[src/hdl/spet_pkg.sv]
// ----------------------------------------------------------------------------
// spet_pkg
// Shared constants and sideband types for the sphere pair event time block.
// ----------------------------------------------------------------------------
`default_nettype none

package spet_pkg;

    localparam int DATA_WIDTH_DEF = 32;
    localparam int FRAC_BITS_DEF  = 16;

    // square root unit: 64-bit radicand, 32 root bits, one bit per cell
    localparam int RAD_W    = 64;
    localparam int ROOT_W   = 32;
    localparam int SQ_REM_W = 34;

    // magnitude widths of numerator base and divisor
    localparam int NB_W  = 33;
    localparam int DEN_W = 33;

    typedef struct packed {
        logic               mode;
        logic signed [31:0] b;
        logic [30:0]        v2;
        logic signed [31:0] diff;
        logic               ok;
        logic               ovl;
    } t_sq_side;

    typedef struct packed {
        logic neg;
        logic ok;
        logic ovl;
    } t_dv_side;

endpackage

`default_nettype wire

[src/hdl/spet_div_cell.sv]
// ----------------------------------------------------------------------------
// spet_div_cell
// One quotient bit of a restoring unsigned division, registered.
// ----------------------------------------------------------------------------
`default_nettype none

module spet_div_cell #(
    parameter int NUM_W = spet_pkg::NB_W + spet_pkg::FRAC_BITS_DEF,
    parameter int DIV_W = spet_pkg::DEN_W
) (
    input  wire logic              i_clk,
    input  wire logic              i_rst_n,
    input  wire logic              i_valid,
    output logic                   o_ready,
    input  wire logic [NUM_W-1:0]  i_nq,
    input  wire logic [DIV_W-1:0]  i_rem,
    input  wire logic [DIV_W-1:0]  i_den,
    input  wire spet_pkg::t_dv_side i_side,
    output logic                   o_valid,
    input  wire logic              i_ready,
    output logic [NUM_W-1:0]       o_nq,
    output logic [DIV_W-1:0]       o_rem,
    output logic [DIV_W-1:0]       o_den,
    output spet_pkg::t_dv_side     o_side
);
    import spet_pkg::*;

    logic              w_en;
    logic [DIV_W:0]    w_acc;
    logic [DIV_W:0]    w_diff;
    logic              w_ge;
    logic              r_v;
    logic [NUM_W-1:0]  r_nq;
    logic [DIV_W-1:0]  r_rem;
    logic [DIV_W-1:0]  r_den;
    t_dv_side          r_side;

    assign w_en    = !r_v || i_ready;
    assign o_ready = w_en;

    // dividend bits leave the top of nq while quotient bits enter the bottom
    assign w_acc  = {i_rem, i_nq[NUM_W-1]};
    assign w_ge   = (w_acc >= {1'b0, i_den});
    assign w_diff = w_acc - {1'b0, i_den};

    always_ff @(posedge i_clk) begin
        if (!i_rst_n) begin
            r_v <= 1'b0;
        end else if (w_en) begin
            r_v <= i_valid;
        end
    end

    always_ff @(posedge i_clk) begin
        if (w_en) begin
            r_nq   <= {i_nq[NUM_W-2:0], w_ge};
            r_rem  <= w_ge ? w_diff[DIV_W-1:0] : w_acc[DIV_W-1:0];
            r_den  <= i_den;
            r_side <= i_side;
        end
    end

    assign o_valid = r_v;
    assign o_nq    = r_nq;
    assign o_rem   = r_rem;
    assign o_den   = r_den;
    assign o_side  = r_side;

endmodule

`default_nettype wire

[config.mk]
export PLATFORM = sky130hd
export DESIGN_NAME = spet_div_cell
export DESIGN_NICKNAME = d
export VERILOG_FILES = /design/src/hdl/spet_pkg.sv /design/src/hdl/spet_div_cell.sv
export SDC_FILE = /design/constraint.sdc
export NUM_CORES = 1
export LEC_CHECK = 0
export BUFFER_PORTS_ARGS = -buffer_cell sky130_fd_sc_hd__buf_4
export CORE_ASPECT_RATIO = 1.2
export CORE_UTILIZATION = 49
export DETAILED_ROUTE_END_ITERATION = 7
export GPL_TIMING_DRIVEN = 0
export PLACE_DENSITY_LB_ADDON = 0.12
export RECOVER_POWER = 50
export SETUP_SLACK_MARGIN = 0.05
export SLEW_MARGIN = 20
export SYNTH_ARGS = -nofsm -noshare
export SYNTH_HDL_FRONTEND = slang
export SYNTH_SLANG_ARGS = --single-unit
[constraint.sdc]
create_clock -name i_clk -period 5.3 [get_ports i_clk]
set_input_delay 0.53 -clock i_clk [delete_from_list [all_inputs] [get_ports i_clk]]
set_output_delay 0.53 -clock i_clk [all_outputs]
set_load 0.05 [all_outputs]
==> run metrics <==
# diodes=0; final setup fails=0; post_cts resized=0; CP Cell Sequence=nand2b_1, clkbuf_1, buf_4; critical path class=reg2out; pin count of the biggest net entering global routing=slightly above 60; number of synthesized flops with an enable pin=~120; syn_nets=636; post-DP HPWL=12.20 mm; row cnt=44; Post-Syn Area per Cell=12.82 sq um; post-synth top area cell=edfxtp_1; Top FF cell, synth=edfxtp_1; post-synth top area share=57.58%; Routability Congestion=around 0.88; WP data arrival=3470 ps; boundary pin count=242; initial DRC count=between 200 and 250; RSZ-0062 raised after global routing=false; hold path startpoint=i_nq[17]; status=finished, violations left; CORE AREA=approximately 12000 sq um; routed vias=4802; Clock Latency Late Sink=410 ps; fraction of registers with async set/reset=0%; initial antenna violation count=0; worst hold margin=323.1 ps; critical path endpoint category=output port; Post-DP Area=8227 sq um; DRT Wirelength=between 15 and 20 mm; Die H=between 100 and 150 um; drc violations=0; Area growth, synth to finish=41.07%; final antenna-violating net count=0; synthesized cell area=6153 sq um; CTS tree=yes; clock root buffer=clkbuf_16; CTS H-tree lvls=4; reg2reg start=o_valid$_SDFFE_PN0P_; cell area after layout=8681 sq um; Inst Count DP=roughly 880; initial core utilization=50.58%; cell count after synthesis=480; First-pass DRT Iterations=5; critical path peak fanout=50; width of the die=104.3 um; worst ir drop on vdd=0.2261 mV; Yosys warnings=0; routed vias/inst=5.242; ratio of cells with drive above 1 in the final layout=40.79%; setup repair bufs after CTS=0; total CTS buffers=17; post-synth cell types=between 50 and 60; worst slew pin tran=3188 ps; Worst Reg-to-Reg Cells=2; largest cells by area after synthesis=edfxtp_1 (58%), ha_1 (6.7%), mux2_4 (4.4%); Clk pin slew, worst setup/hold paths=60 ps; fin crit share=75.54%; vias in the first global route=4776; first-pass GRT wire length=24.88 mm; R2R Path End=o_den[9]$_DFFE_PP_; Slew HR=-112.5%; nets=898; sequential-to-total area share from yosys stat=57.91%; Tot GR Track Use=24.83%; number of hold violations in the final report=0; hold path endpoint=o_nq[18]$_DFFE_PP_; failing checks=max-capacitance violations, max-slew violations; filler-free cell count of the finished design=between 900 and 1000; hold-critical path depth=1; Maximum Capacitance Violations=2; setup slack, reg-to-reg=1860 ps; register bit total from synthesis=119; power density cells=366.9 nW/um^2; Hold Buf Count CTS=0; wire per inst=17.20 um; Pleak=just under 4 nW; Final Max Slew Viols=~110; Hold Crit Class=in2reg; fmax=0.2498 GHz; area of the die=13010 sq um; CP max stage cell=clkbuf_1; Buffers on Ports=241; WP data required=4770 ps; CTS max path bufs=2; gr ovfl total=0; clock skew=5.453 ps; Max stage delay on crit path=1930 ps; startpoint types=flop; Final min period=4004 ps; clock sink count=between 100 and 150
[worst max-delay path by stage]
| stage | end | start | slack [ps] |
|---|---|---|---|
| after floorplan | o_valid$_SDFFE_PN0P_ | i_ready | 890 |
| after global placement | o_ready | i_ready | -340 |
| after CTS | o_rem[24]$_DFFE_PP_ | i_nq[48] | 1830 |
| after detailed placement | o_rem[24]$_DFFE_PP_ | i_nq[48] | 1410 |
| after global routing | o_ready | o_valid$_SDFFE_PN0P_ | 970 |
| final | o_ready | o_valid$_SDFFE_PN0P_ | 1300 |
[power breakdown]
part | leakage [nW] | switching [W] | internal, W | total, W
clock | 0.254 | 0.000446 | 0.000610 | 0.00106
sequential | 1.23 | 0.0000292 | 0.00116 | 0.00119
combinational | 2.41 | 0.000604 | 0.000338 | 0.000942
total | 3.90 | 0.00108 | 0.00211 | 0.00319
[cell families (layout without fill, tap and decap cells)]
group                      count (synthesis)  count (layout)  share of synthesized area, %
AOI/OAI and AO/OA                        122             122                         13.64
muxes                                     28              28                         6.202
buffers and inverters                     54             329                         4.351
DFF                                      119             119                         57.91
and+or+nand+nor                          100             100                         7.584
xor gates and xnor gates                  23              23                         3.274
adders and majority gates                 34              34                         7.035
[per-stage QoR]
step	worst slack [ps]	setup TNS (ps)	utilization (%)	total power, W
detailed placement	1406	0	67.62	0.002156
floorplan	889.4	0	-	0.001857
CTS	1831	0	72.11	0.003219
finish	1296	0	71.35	0.003185
global route	969.6	0	71.35	0.003304
global placement	-337.6	-337.6	67.10	0.002142
[state kept, by name (all words and copies together), names as in the netlist]
| name | cells |
|---|---|
| o_rem | 33 |
| o_nq | 49 |
| o_valid | 1 |
| o_den | 33 |
| o_side | 3 |
[cells in the final DEF, fill, tap and decap left out, drive strengths merged, types with 6 or more instances in the layout]
cell type / netlist / final
o21ai: 20 / 20
xnor2: 13 / 13
nor2: 26 / 26
o21bai: 6 / 6
ha: 33 / 33
nand2: 36 / 36
o21a: 6 / 6
inv: 42 / 49
a21oi: 33 / 33
a21o: 16 / 16
mux2: 27 / 27
edfxtp: 118 / 118
o211ai: 8 / 8
nand4: 6 / 6
xor2: 10 / 10
buf: 8 / 166
nor3: 11 / 11
clkbuf: 4 / 107
[per-layer routing]
layer  part of all wire (%)  global-route usage (%)
met1                     39                   28.63
met2                     52                   43.55
met3                    7.7                   7.640
met4                    1.7                   8.151
met5                      0                       0
[critical path: cells and delay by family (launching register included)]
kind | cells | cell delay [ps]
flops | 1 | 310
simple gates | 1 | 340
buf+inv | 2 | 2390
[synth_stat cells (4+ instances only)]
library cell and n:
a21boi_0 4, o31ai_1 4, edfxtp_1 118, nor3_1 11, xor2_1 10, a21o_1 16, o211ai_1 8, o21a_1 6
o21bai_1 5, nand4_1 6, a21oi_1 32, mux2_2 9, ha_1 33, mux2_4 18, and3_1 4, nor2_1 26
o21ai_0 19, xnor2_1 13, nand2_1 36, inv_1 41
[cell type report]
class                   instances  area, sq um
plain buffers                  12        102.6
fillers                       908         3486
inverters                      42        165.2
clock buffers                  18        429.2
repair buffers                243         1779
well taps                     161        201.4
multi-input cells             307         2322
clock inverters                14        117.6
flip-flops and latches        119         3563
Power figures use the tool's default switching activity.
