<file path="src/hdl/spet_pkg.sv">
// ----------------------------------------------------------------------------
// spet_pkg
// Shared constants and sideband types for the sphere pair event time block.
// ----------------------------------------------------------------------------
`default_nettype none

package spet_pkg;

    localparam int DATA_WIDTH_DEF = 32;
    localparam int FRAC_BITS_DEF  = 16;

    // square root unit: 64-bit radicand, 32 root bits, one bit per cell
    localparam int RAD_W    = 64;
    localparam int ROOT_W   = 32;
    localparam int SQ_REM_W = 34;

    // magnitude widths of numerator base and divisor
    localparam int NB_W  = 33;
    localparam int DEN_W = 33;

    typedef struct packed {
        logic               mode;
        logic signed [31:0] b;
        logic [30:0]        v2;
        logic signed [31:0] diff;
        logic               ok;
        logic               ovl;
    } t_sq_side;

    typedef struct packed {
        logic neg;
        logic ok;
        logic ovl;
    } t_dv_side;

endpackage

`default_nettype wire

</file>
<file path="src/hdl/spet_sqrt_cell.sv">
// ----------------------------------------------------------------------------
// spet_sqrt_cell
// One root bit of a restoring integer square root, registered.
// ----------------------------------------------------------------------------
`default_nettype none

module spet_sqrt_cell (
    input  wire logic                              i_clk,
    input  wire logic                              i_rst_n,
    input  wire logic                              i_valid,
    output logic                                   o_ready,
    input  wire logic [spet_pkg::RAD_W-1:0]        i_rad,
    input  wire logic [spet_pkg::SQ_REM_W-1:0]     i_rem,
    input  wire logic [spet_pkg::ROOT_W-1:0]       i_root,
    input  wire spet_pkg::t_sq_side                i_side,
    output logic                                   o_valid,
    input  wire logic                              i_ready,
    output logic [spet_pkg::RAD_W-1:0]             o_rad,
    output logic [spet_pkg::SQ_REM_W-1:0]          o_rem,
    output logic [spet_pkg::ROOT_W-1:0]            o_root,
    output spet_pkg::t_sq_side                     o_side
);
    import spet_pkg::*;

    logic                  w_en;
    logic [SQ_REM_W+1:0]   w_acc;
    logic [SQ_REM_W+1:0]   w_trial;
    logic [SQ_REM_W+1:0]   w_diff;
    logic                  w_ge;
    logic                  r_v;
    logic [RAD_W-1:0]      r_rad;
    logic [SQ_REM_W-1:0]   r_rem;
    logic [ROOT_W-1:0]     r_root;
    t_sq_side              r_side;

    assign w_en    = !r_v || i_ready;
    assign o_ready = w_en;

    assign w_acc   = {i_rem, i_rad[RAD_W-1 -: 2]};
    assign w_trial = {2'b00, i_root, 2'b01};
    assign w_ge    = (w_acc >= w_trial);
    assign w_diff  = w_acc - w_trial;

    always_ff @(posedge i_clk) begin
        if (!i_rst_n) begin
            r_v <= 1'b0;
        end else if (w_en) begin
            r_v <= i_valid;
        end
    end

    always_ff @(posedge i_clk) begin
        if (w_en) begin
            r_rad  <= {i_rad[RAD_W-3:0], 2'b00};
            r_rem  <= w_ge ? w_diff[SQ_REM_W-1:0] : w_acc[SQ_REM_W-1:0];
            r_root <= {i_root[ROOT_W-2:0], w_ge};
            r_side <= i_side;
        end
    end

    assign o_valid = r_v;
    assign o_rad   = r_rad;
    assign o_rem   = r_rem;
    assign o_root  = r_root;
    assign o_side  = r_side;

endmodule

`default_nettype wire

</file>
<file path="config.mk">
export PLATFORM = sky130hd
export DESIGN_NAME = spet_sqrt_cell
export DESIGN_NICKNAME = d
export VERILOG_FILES = /design/src/hdl/spet_pkg.sv /design/src/hdl/spet_sqrt_cell.sv
export SDC_FILE = /design/constraint.sdc
export NUM_CORES = 1
export LEC_CHECK = 0
export BUFFER_PORTS_ARGS = -buffer_cell sky130_fd_sc_hd__buf_2
export CAP_MARGIN = 25
export CELL_PAD_IN_SITES_DETAIL_PLACEMENT = 1
export CELL_PAD_IN_SITES_GLOBAL_PLACEMENT = 2
export CORE_MARGIN = 4
export CORE_UTILIZATION = 31
export CTS_CLUSTER_DIAMETER = 150
export DETAILED_ROUTE_END_ITERATION = 16
export GPL_TIMING_DRIVEN = 0
export HOLD_SLACK_MARGIN = 0.02
export PLACE_DENSITY = 0.95
export SLEW_MARGIN = 20
export SYNTH_ARGS = -nofsm -noshare
export SYNTH_HDL_FRONTEND = slang
export SYNTH_SLANG_ARGS = --single-unit
</file>
<file path="constraint.sdc">
create_clock -name i_clk -period 20.5 [get_ports i_clk]
set_clock_uncertainty 0.2 [all_clocks]
set_input_delay 4.1 -clock i_clk [delete_from_list [all_inputs] [get_ports i_clk]]
set_output_delay 4.1 -clock i_clk [all_outputs]
set_load 0.005 [all_outputs]
</file>
==> summary.txt, run 1 <==
STA
  – Worst hold-check slack: 794 ps
  – Unrepaired setup endpoints after global routing: no
  – Setup Viol. Count Final: 0
  – Worst slew margin relative to its limit: 50.1%
  – Final slew viol count: 0
  – Post-route clock period utilization: 44.8%
  – Timing-limited maximum frequency: 109 MHz
  – Worst Max-Slew Pin Slew: 741 ps
  – Final period demand of the worst path: 9180 ps
  – Hold Fails Final Rpt: 0
  – Slack of the critical path: 11,320 ps
  – Final TNS setup: 0 ps

Synth
  – Netlist Area Pre-Place: 9200 µm²
  – Yosys Warn Count: 0
  – Mean cell area of the mapped netlist: 15.1 µm²
  – Leading cell type by number of instances after synthesis: sky130_fd_sc_hd__edfxtp_1
  – Most area-consuming cells after synthesis: sky130_fd_sc_hd__edfxtp_1, sky130_fd_sc_hd__ha_1, sky130_fd_sc_hd__a21oi_1
  – Fraction of synthesized cell area taken by the top area cell type: 73.7%
  – Number of enable-type register cells in the synthesized netlist: 226
  – Synth area leader: sky130_fd_sc_hd__edfxtp_1
  – Flop and latch count out of synthesis: 227
  – Async set or reset register ratio after synthesis: 0%
  – Count of mapped cells out of synthesis: 609
  – Most used flip-flop cell after synthesis: sky130_fd_sc_hd__edfxtp_1
  – Top post-synthesis cells by count: sky130_fd_sc_hd__edfxtp_1, sky130_fd_sc_hd__a21oi_1, sky130_fd_sc_hd__inv_1, sky130_fd_sc_hd__nand2_1, sky130_fd_sc_hd__ha_1
  – Synth unique cells: 54
  – Fraction of the yosys area taken by sequential cells: 74.0%

Critical path
  – Number of buffers and inverters on the critical path: 2
  – Classification of the worst setup path: input pin to primary output
  – List of cells traversed by the critical path: buf_2, nand2b_4, buf_2
  – Dominant delay contributor by cell family on the critical path: simple AND/OR/NAND/NOR gates
  – Critical path launch point: i_ready
  – Largest stage delay, worst path: 470 ps
  – Data arrival time at the worst-slack endpoint: 4880 ps
  – CP endpoint kind: primary output
  – Type of origin of the critical path: input pin
  – Maximum fanout encountered on the critical timing path: 35
  – Crit-path slowest cell: sky130_fd_sc_hd__nand2b_4
  – Reg2Reg Launch Point: o_valid
  – CP dominant cell by count: sky130_fd_sc_hd__buf_2
  – Required @ worst endpoint: 16,200 ps

Clock tree
  – Clock transition at the registers of the reported paths: 60 ps
  – Total clock buffers created by CTS: 26
  – TritonCTS clock tree: yes
  – Number of gates resized after cts: 0
  – Clock Root Buffer: sky130_fd_sc_hd__clkbuf_16
  – CTS HTree Levels: 1
  – Worst-case clock buffer depth: 3
  – Post CTS Setup Buffer Count: 0
  – Clock sink count: 227
  – Hold buffers post-CTS: 0
  – Insertion delay to the later sink of the worst-skew pair: 530 ps

Placed design
  – Post-Place Worst Slack: 11,300 ps
  – Post-DP Area: 12,100 µm²
  – Count of input and output buffers: 459
  – Placed wire-length estimate after detailed placement: 29.6 mm
  – Routability congestion estimate from global placement: 0.950

Die
  – Core Rows: 62
  – Die W: 180 µm
  – Die footprint: 32,500 µm²
  – Vertical die dimension: 180 µm
  – Core Region: 29,000 µm²
  – Starting utilization of the core area: 31.7%
  – Top-level port count: 462

Pwr
  – PwrDens: 92.0 nW/µm²
  – Worst-case vdd ir drop: 0.0000681 V
  – Leakage component of the power: 5.84 nW

Finish
  – FF+latch area: 6810 µm²
  – Area of the multi-input gates: 2140 µm²
  – Fraction of layout cells with a size suffix above 1: 46.6%
  – Filler cell count: 3,148
  – Area added between synthesis and finish: 40.4%
  – Core Util, Final: 44.5%
  – Post-route cell area: 12,900 µm²
  – Nets: 1,367

Global routing
  – Via count of the first global-routing pass: 7,716
  – Final global-route overflow total: 0
  – GR Util All Layers: 21.3%
  – Number of antenna violations at the first check in global routing: 16
  – Maximum number of pins on one net before global-route repair: 59
  – Wire length of the first global-routing pass: 51.9 mm

Drt
  – Antenna Nets Post-Route: 0
  – Vias post-DR: 7,248
  – Sum of met2 wire segment lengths after detailed routing: 18.9 mm
  – Wire length on met3: 3.06 mm
  – Length of the first detailed-routing pass in iterations: 5
  – DR WL/cell: 24.1 µm
  – Top sig layer: met5
  – DRC: 0
  – Total wire length: 36.3 mm
  – Iter 0 DRT Violations: 443
  – Post-detailed-route via-to-cell ratio: 4.81
  – Met1 Routed Length: 13.6 mm

Outcome
  – Result of the run: complete, no violations

Flow run
  – Count of max-cap constraint violations: 0

Worst hold path
  – Critical hold path startpoint: o_valid
  – Hold/Removal Path Class: flop to flop
[report_power, final]
| part | switching [W] | total [W] | internal [W] | leakage [nW] |
|---|---|---|---|---|
| registers | 0.0000108 | 0.000570 | 0.000560 | 2.35 |
| clock network | 0.000187 | 0.000444 | 0.000257 | 0.378 |
| logic | 0.0000986 | 0.000174 | 0.0000754 | 3.11 |
[worst paths after layout]
kind	depth (start not counted)	to	slack [ps]
min reg2reg	2	o_valid	790
max reg2reg	3	o_rad[22]	18540
max	3	o_ready	11320
min	2	o_valid	790
[area by class of cell]
class	instances	share of cell area (%)
antenna	4	0.0775
buffer	18	0.823
clock buffer	28	5.10
clock inverter	17	1.19
inverter	43	1.25
multi-input combinational	322	16.6
sequential	227	52.7
tap	384	3.72
timing repair buffer	463	18.6
[state kept, by name, summed over array words and instances (netlist names)]
| name | flops |
|---|---|
| o_side | 98 |
| o_rad | 62 |
| o_rem | 34 |
| o_root | 32 |
| o_valid | 1 |
[cells by family (layout without fill, tap and decap cells)]
family / Yosys count / count (layout) / synth area share [%]
flip-flops: 227 / 227 / 74.0
AO/OA/AOI/OAI: 138 / 138 / 9.69
AND/OR/NAND/NOR: 119 / 119 / 6.00
buffers and inverters: 61 / 569 / 2.91
adder cells (fa/ha/maj): 34 / 34 / 4.62
XOR/XNOR: 28 / 28 / 2.66
other: 1 / 6 / 0.0407
multiplexers: 1 / 1 / 0.109
[through the flow]
stage	instances	total power, W
after floorplan	610	0.000658
after global placement	1453	0.000754
after detailed placement	1457	0.000756
after CTS	1502	0.00121
after global routing	1503	0.00125
final	1506	0.00119
[routing by layer]
| metal | global-route usage [%] | up-vias |
|---|---|---|
| li1 | - | 3278 |
| met4 | 3.63 | 14 |
| met5 | 0 | - |
| met1 | 24.6 | 3601 |
| met3 | 7.00 | 63 |
| met2 | 39.0 | 292 |
[placed cells by master (no fill, tap or decap), types with 6 or more instances in the layout]
cell,count
sky130_fd_sc_hd__a31oi_1,6
sky130_fd_sc_hd__and3_1,6
sky130_fd_sc_hd__xnor2_1,13
sky130_fd_sc_hd__clkbuf_1,8
sky130_fd_sc_hd__a21oi_1,45
sky130_fd_sc_hd__clkinv_1,7
sky130_fd_sc_hd__a21o_1,22
sky130_fd_sc_hd__inv_1,42
sky130_fd_sc_hd__edfxtp_1,226
sky130_fd_sc_hd__nand4_1,8
sky130_fd_sc_hd__nand2_1,41
sky130_fd_sc_hd__clkbuf_16,26
sky130_fd_sc_hd__nor3_1,9
sky130_fd_sc_hd__xor2_1,15
sky130_fd_sc_hd__nor2_1,33
sky130_fd_sc_hd__o21ai_0,31
sky130_fd_sc_hd__ha_1,34
sky130_fd_sc_hd__buf_2,465
[worst register-to-register path, delay by kind of cell (launching register included)]
kind                   cells  cell delay, ps
DFF                        1             340
and+or+nand+nor            1             440
buffers and inverters      2             640
Power figures use the tool's default switching activity.
==> run 2, diff against run 1 <==
Settings changed: ABC_AREA from default to 1, CORE_UTILIZATION 31 to 28, PLACE_DENSITY 0.95 to 0.92.
Clock period 20.5 ns to 8.87 ns, I/O delays scaled along.
==> run 2 against run 1 <==
Against the previous run: final cell count is 23% higher; synthesized cell count increased by 44%; combinational power rose by 140%; count of clock-buffer cells in the layout is 7 higher; wire length rose by 10%; critical path depth increased by 3; register-to-register slack worse by 12000 ps; first-iteration DRC count fell by 14%; utilization decreased by 4.8 points; critical path type unchanged; highest routed layer unchanged.
==> summary.txt, run 2 <==
Drt
  – Vias post-DR: 8,133
  – Iter 0 DRT Violations: 381
  – Post-detailed-route via-to-cell ratio: 4.38
  – DR WL/cell: 21.6 µm
  – Antenna Nets Post-Route: 0
  – DRC: 0
  – Total wire length: 40.0 mm
  – Length of the first detailed-routing pass in iterations: 4

STA
  – Final slew viol count: 0
  – Timing-limited maximum frequency: 189 MHz
  – Worst slew margin relative to its limit: 47.5%
  – Final period demand of the worst path: 5290 ps
  – Hold Fails Final Rpt: 0
  – Final TNS setup: 0 ps
  – Unrepaired setup endpoints after global routing: no
  – Post-route clock period utilization: 59.7%
  – Worst hold-check slack: 865 ps
  – Worst Max-Slew Pin Slew: 780 ps
  – Slack of the critical path: 3580 ps
  – Setup Viol. Count Final: 0

Critical path
  – CP endpoint kind: primary output
  – Type of origin of the critical path: input pin
  – Maximum fanout encountered on the critical timing path: 57
  – Number of buffers and inverters on the critical path: 5
  – Number of cell instances on the worst register-to-register path: 3
  – Largest stage delay, worst path: 490 ps
  – Crit path depth: 6
  – Reg2Reg Launch Point: o_valid
  – Worst reg2reg endpoint: o_rem[33]
  – Data arrival time at the worst-slack endpoint: 3320 ps
  – Dominant delay contributor by cell family on the critical path: buffers and inverters
  – Classification of the worst setup path: input pin to primary output
  – List of cells traversed by the critical path: buf_2, inv_1, nand2_4, buf_16, buf_16, buf_2
  – Required @ worst endpoint: 6900 ps
  – Register-to-Register Setup Slack: 6770 ps
  – Crit-path slowest cell: sky130_fd_sc_hd__nand2_4

Synth
  – Post-synthesis compound-gate area fraction: 2.32%
  – Top post-synthesis cells by count: sky130_fd_sc_hd__nand2_1, sky130_fd_sc_hd__edfxtp_1, sky130_fd_sc_hd__inv_1, sky130_fd_sc_hd__nor2_1, sky130_fd_sc_hd__nand3_1
  – Mean cell area of the mapped netlist: 11.3 µm²
  – Arithmetic-cell share of the synthesized area counting full adders, half adders and majority gates: 4.31%
  – Fraction of synthesized cell area taken by the top area cell type: 68.7%
  – Leading cell type by number of instances after synthesis: sky130_fd_sc_hd__nand2_1
  – Netlist Area Pre-Place: 9880 µm²
  – Number of enable-type register cells in the synthesized netlist: 226
  – Synth unique cells: 28
  – Post-Synth XOR/XNOR Area: 1.60%
  – Post-Synth Simple-Gate Area: 16.7%
  – Synth area leader: sky130_fd_sc_hd__edfxtp_1
  – Count of mapped cells out of synthesis: 878
  – Most used flip-flop cell after synthesis: sky130_fd_sc_hd__edfxtp_1
  – Main combinational cell family by area after synthesis: simple AND/OR/NAND/NOR gates
  – Flop and latch count out of synthesis: 227
  – Yosys Warn Count: 0
  – Multiplexer share of the synthesized area: 0%
  – Most area-consuming cells after synthesis: sky130_fd_sc_hd__edfxtp_1, sky130_fd_sc_hd__nand2_1, sky130_fd_sc_hd__inv_1
  – Fraction of the yosys area taken by sequential cells: 68.9%
  – Async set or reset register ratio after synthesis: 0%

Clock tree
  – Insertion delay to the later sink of the worst-skew pair: 550 ps
  – Clock Root Buffer: sky130_fd_sc_hd__clkbuf_16
  – Number of gates resized after cts: 0
  – Clock transition at the registers of the reported paths: 60 ps
  – Hold buffers post-CTS: 0
  – Clock sink count: 227
  – Total clock buffers created by CTS: 27
  – Post CTS Setup Buffer Count: 0
  – CTS HTree Levels: 1
  – Worst-case clock buffer depth: 3
  – TritonCTS clock tree: yes

Worst hold path
  – Hold/Removal Path Class: flop to flop
  – Critical hold path startpoint: o_valid
  – Capture endpoint of the worst hold path: o_side[22]
  – Number of instances on the worst hold path: 1

Finish
  – Leading cell types in the layout, fill and taps excluded: sky130_fd_sc_hd__buf_2, sky130_fd_sc_hd__nand2_1, sky130_fd_sc_hd__edfxtp_1
  – Filler cell count: 4,041
  – Post-route cell area: 13,800 µm²
  – Most common library cell in the layout ignoring fill and taps: sky130_fd_sc_hd__buf_2
  – Area added between synthesis and finish: 39.5%
  – Fraction of layout cells with a size suffix above 1: 37.5%
  – Number of flip-flops in the largest register: 98
  – Nets: 1,637

Global routing
  – Via count of the first global-routing pass: 8,671
  – GR Util All Layers: 19.9%
  – Final global-route overflow total: 0
  – Number of antenna violations at the first check in global routing: 20
  – Maximum number of pins on one net before global-route repair: 58
  – Wire length of the first global-routing pass: 56.9 mm

Die
  – Core Region: 34,700 µm²
  – Core Rows: 68
  – Top-level port count: 462
  – Die footprint: 38,400 µm²
  – Starting utilization of the core area: 28.5%
  – Die W: 196 µm
  – Vertical die dimension: 196 µm

Placed design
  – Post-Place Worst Slack: 3570 ps
  – Post-DP Area: 12,900 µm²
  – Placed wire-length estimate after detailed placement: 33.3 mm
  – Routability congestion estimate from global placement: 0.900
  – Count of input and output buffers: 459

Pwr
  – Leakage component of the power: 6.76 nW
  – Worst-case vdd ir drop: 0.000130 V
  – PwrDens: 210 nW/µm²

Flow run
  – Count of max-cap constraint violations: 0

Outcome
  – Result of the run: complete, no violations
run 2: cell type report:
type,count,area [µm²],share of cell area (%)
multi-input combinational,502,2480,18.0
antenna,9,22.5,0.163
clock buffer,35,706,5.12
sequential,227,6810,49.4
tap,455,569,4.13
timing repair buffer,463,2390,17.4
inverter,142,536,3.88
buffer,8,71.3,0.517
clock inverter,14,204,1.48
run 2: how the worst max path moves through the flow:
stage,slack (ps),start,to
6_report,3580,i_ready,o_ready
5_1_grt,3470,i_ready,o_ready
4_1_cts,3570,i_ready,o_ready
3_5_place_dp,3570,i_ready,o_ready
3_3_place_gp,-2640,i_ready,o_ready
2_1_floorplan,290,i_ready,o_ready
run 2: cells by family (layout without fill, tap and decap cells):
group,Yosys count,after routing
AO/OA/AOI/OAI,43,43
XOR/XNOR,18,18
adder cells (fa/ha/maj),34,34
buffers and inverters,150,662
flip-flops,227,227
other,1,11
AND/OR/NAND/NOR,405,405
run 2: where the power goes:
part	leakage, nW	total [W]	internal [W]	switching, W
logic	3.97	0.000426	0.000170	0.000256
registers	2.35	0.00131	0.00129	0.0000236
clock network	0.442	0.00116	0.000706	0.000450
run 2: worst register-to-register path, cell delays in order, from the launching register on:
cell	delay (ps)
sky130_fd_sc_hd__dfxtp_1	330
sky130_fd_sc_hd__nand2_4	510
sky130_fd_sc_hd__buf_16	350
sky130_fd_sc_hd__buf_16	340
run 2: layer usage:
metal	vias to the layer above	global-route usage [%]	share of wire [%]
met5	-	0	0.24
met3	73	6.56	9.3
met4	14	6.98	3.9
met2	303	35.2	50
li1	3879	-	-
met1	3864	22.6	37
run 2: through the flow:
| step | std cells | utilization (%) | total power, W |
|---|---|---|---|
| 6_report | 1855 | 39.7 | 0.00290 |
| 5_1_grt | 1848 | 39.7 | 0.00303 |
| 4_1_cts | 1846 | 39.6 | 0.00294 |
| 3_5_place_dp | 1797 | 37.0 | 0.00177 |
| 3_3_place_gp | 1793 | 36.7 | 0.00177 |
| 2_1_floorplan | 879 | - | 0.00153 |
==> run 3, diff against run 2 <==
Settings changed: ABC_AREA 1 to 0, CORE_UTILIZATION 28 to 26, PLACE_DENSITY 0.92 to 0.87.
Clock period 8.87 ns to 4.7 ns, I/O delays scaled along.
==> run 3 against run 2 <==
Against the previous run: utilization down 2.0 points; global-route usage down 2.5 points; register-to-register slack got worse by 4100 ps; critical path type is now input pin to flop; wire length down 10%; combinational power increased by 79%; final cell count shrank 15%; flip-flop and latch count unchanged; die area rose by 0.30%.
==> summary.txt, run 3 (synthesis results as in run 1) <==
Global routing
  – Final global-route overflow total: 0
  – Wire length of the first global-routing pass: 50.1 mm
  – Maximum number of pins on one net before global-route repair: 62
  – GR Util All Layers: 17.4%
  – Number of antenna violations at the first check in global routing: 10
  – Via count of the first global-routing pass: 7,700

Critical path
  – Dominant delay contributor by cell family on the critical path: compound AO/OA/AOI/OAI gates
  – Classification of the worst setup path: input pin to flop
  – Crit-path slowest cell: sky130_fd_sc_hd__o41ai_1
  – Required @ worst endpoint: 4770 ps
  – CP endpoint kind: flop
  – Number of buffers and inverters on the critical path: 4
  – Maximum fanout encountered on the critical timing path: 10
  – Type of origin of the critical path: input pin
  – Data arrival time at the worst-slack endpoint: 3660 ps
  – Largest stage delay, worst path: 480 ps
  – List of cells traversed by the critical path: buf_2, inv_1, ha_1, a21o_1, o41ai_1, o211ai_1, a211oi_1, o21a_2, inv_2, clkbuf_1, nor2_1, a21oi_1

Placed design
  – Post-DP Area: 12,200 µm²
  – Routability congestion estimate from global placement: 0.836
  – Placed wire-length estimate after detailed placement: 28.9 mm
  – Count of input and output buffers: 459

STA
  – Post-route clock period utilization: 76.4%
  – Worst slew margin relative to its limit: 48.9%
  – Final period demand of the worst path: 3590 ps
  – Final slew viol count: 0
  – Final TNS setup: 0 ps
  – Timing-limited maximum frequency: 278 MHz
  – Hold Fails Final Rpt: 0
  – Setup Viol. Count Final: 0
  – Worst Max-Slew Pin Slew: 758 ps
  – Unrepaired setup endpoints after global routing: no

Die
  – Die footprint: 38,500 µm²
  – Core Rows: 68
  – Die W: 196 µm
  – Top-level port count: 462
  – Vertical die dimension: 196 µm
  – Core Region: 34,700 µm²
  – Starting utilization of the core area: 26.5%

Drt
  – Post-detailed-route via-to-cell ratio: 4.52
  – Total wire length: 35.9 mm
  – Antenna Nets Post-Route: 0
  – Vias post-DR: 7,147
  – Iter 0 DRT Violations: 299
  – DRC: 0
  – DR WL/cell: 22.7 µm
  – Length of the first detailed-routing pass in iterations: 4

Clock tree
  – TritonCTS clock tree: yes
  – Total clock buffers created by CTS: 27
  – CTS HTree Levels: 1
  – Clock sink count: 227
  – Clock Root Buffer: sky130_fd_sc_hd__clkbuf_16
  – Post CTS Setup Buffer Count: 0
  – Clock transition at the registers of the reported paths: 60 ps
  – Number of gates resized after cts: 0
  – Insertion delay to the later sink of the worst-skew pair: 530 ps
  – Hold buffers post-CTS: 0
  – Worst-case clock buffer depth: 3

Pwr
  – Post-route total power: 0.00537 W
  – Leakage component of the power: 5.89 nW
  – PwrDens: 410 nW/µm²
  – Net switching component of the power: 0.00131 W
  – Worst-case vdd ir drop: 0.000249 V
  – Clock network fraction of total power: 39.6%
  – P_int: 0.00406 W
  – Switching fraction of total power: 24.4%
  – Combinational power share: 14.2%
  – Register share of total power: 46.3%

Finish
  – Fraction of layout cells with a size suffix above 1: 46.7%
  – Core Util, Final: 37.7%
  – Leading cell types in the layout, fill and taps excluded: sky130_fd_sc_hd__buf_2, sky130_fd_sc_hd__edfxtp_1, sky130_fd_sc_hd__a21oi_1
  – Most common library cell in the layout ignoring fill and taps: sky130_fd_sc_hd__buf_2
  – Area added between synthesis and finish: 42.2%
  – Nets: 1,368
  – Number of flip-flops in the largest register: 98
  – Post-route cell area: 13,100 µm²

Outcome
  – Result of the run: complete, no violations

Flow run
  – Count of max-cap constraint violations: 0

Worst hold path
  – Hold/Removal Path Class: input pin to flop
run 3: cell count changes in the layout (fill, tap and decap cells not counted), moves of 10 or more:
cell                      previous run  this run
sky130_fd_sc_hd__a21o_1              0        22
sky130_fd_sc_hd__a21oi_1            25        45
sky130_fd_sc_hd__inv_1             141        42
sky130_fd_sc_hd__nand2_1           289        41
sky130_fd_sc_hd__nand3_1            38         4
sky130_fd_sc_hd__nor2_1             50        33
sky130_fd_sc_hd__o21ai_0            13        31
sky130_fd_sc_hd__xnor2_1             3        13
run 3: final timing paths:
kind / from / end / slack, ps / cells after the start
worst max-delay path: i_root[7] / o_rem[24] / 1110 / 12
worst min-delay path: i_rad[47] / o_rad[49] / 380 / 1
worst max register to register: o_valid / o_rad[38] / 2680 / 3
worst min register to register: o_valid / o_side[55] / 830 / 1
run 3: area by class of cell:
class                           count  area, µm²
Inverter                           43        161
Timing Repair Buffer              463       2400
Antenna cell                        5       12.5
Sequential cell                   227       6810
Fill cell                        3811      21600
Tap cell                          455        569
Multi-Input combinational cell    322       2140
Clock inverter                     14        179
Buffer                             18        106
Clock buffer                       35        716
run 3: power groups by stage:
stage                     registers (W)  logic (W)  clock network (W)
after floorplan                 0.00256   0.000292                  0
after global placement          0.00253   0.000747                  0
after detailed placement        0.00253   0.000774                  0
after CTS                       0.00249   0.000780            0.00220
after global routing            0.00250   0.000835            0.00228
final                           0.00249   0.000761            0.00213
run 3: per-stage QoR:
step                      setup slack [ps]  cells  hold slack [ps]
after floorplan                       1010    610              839
after global placement                -125   1524              917
after detailed placement               543   1528              833
after CTS                             1100   1577              354
after global routing                   896   1578              355
final                                 1110   1582              380
run 3: routing by layer:
metal	wire [µm]	vias to the layer above	share of wire, %	GRT usage (%)
li1	-	3278	-	-
met1	12100	3494	34	17.6
met2	18600	280	52	31.8
met3	3460	81	9.6	6.73
met4	1640	14	4.6	7.55
met5	97	-	0.27	0
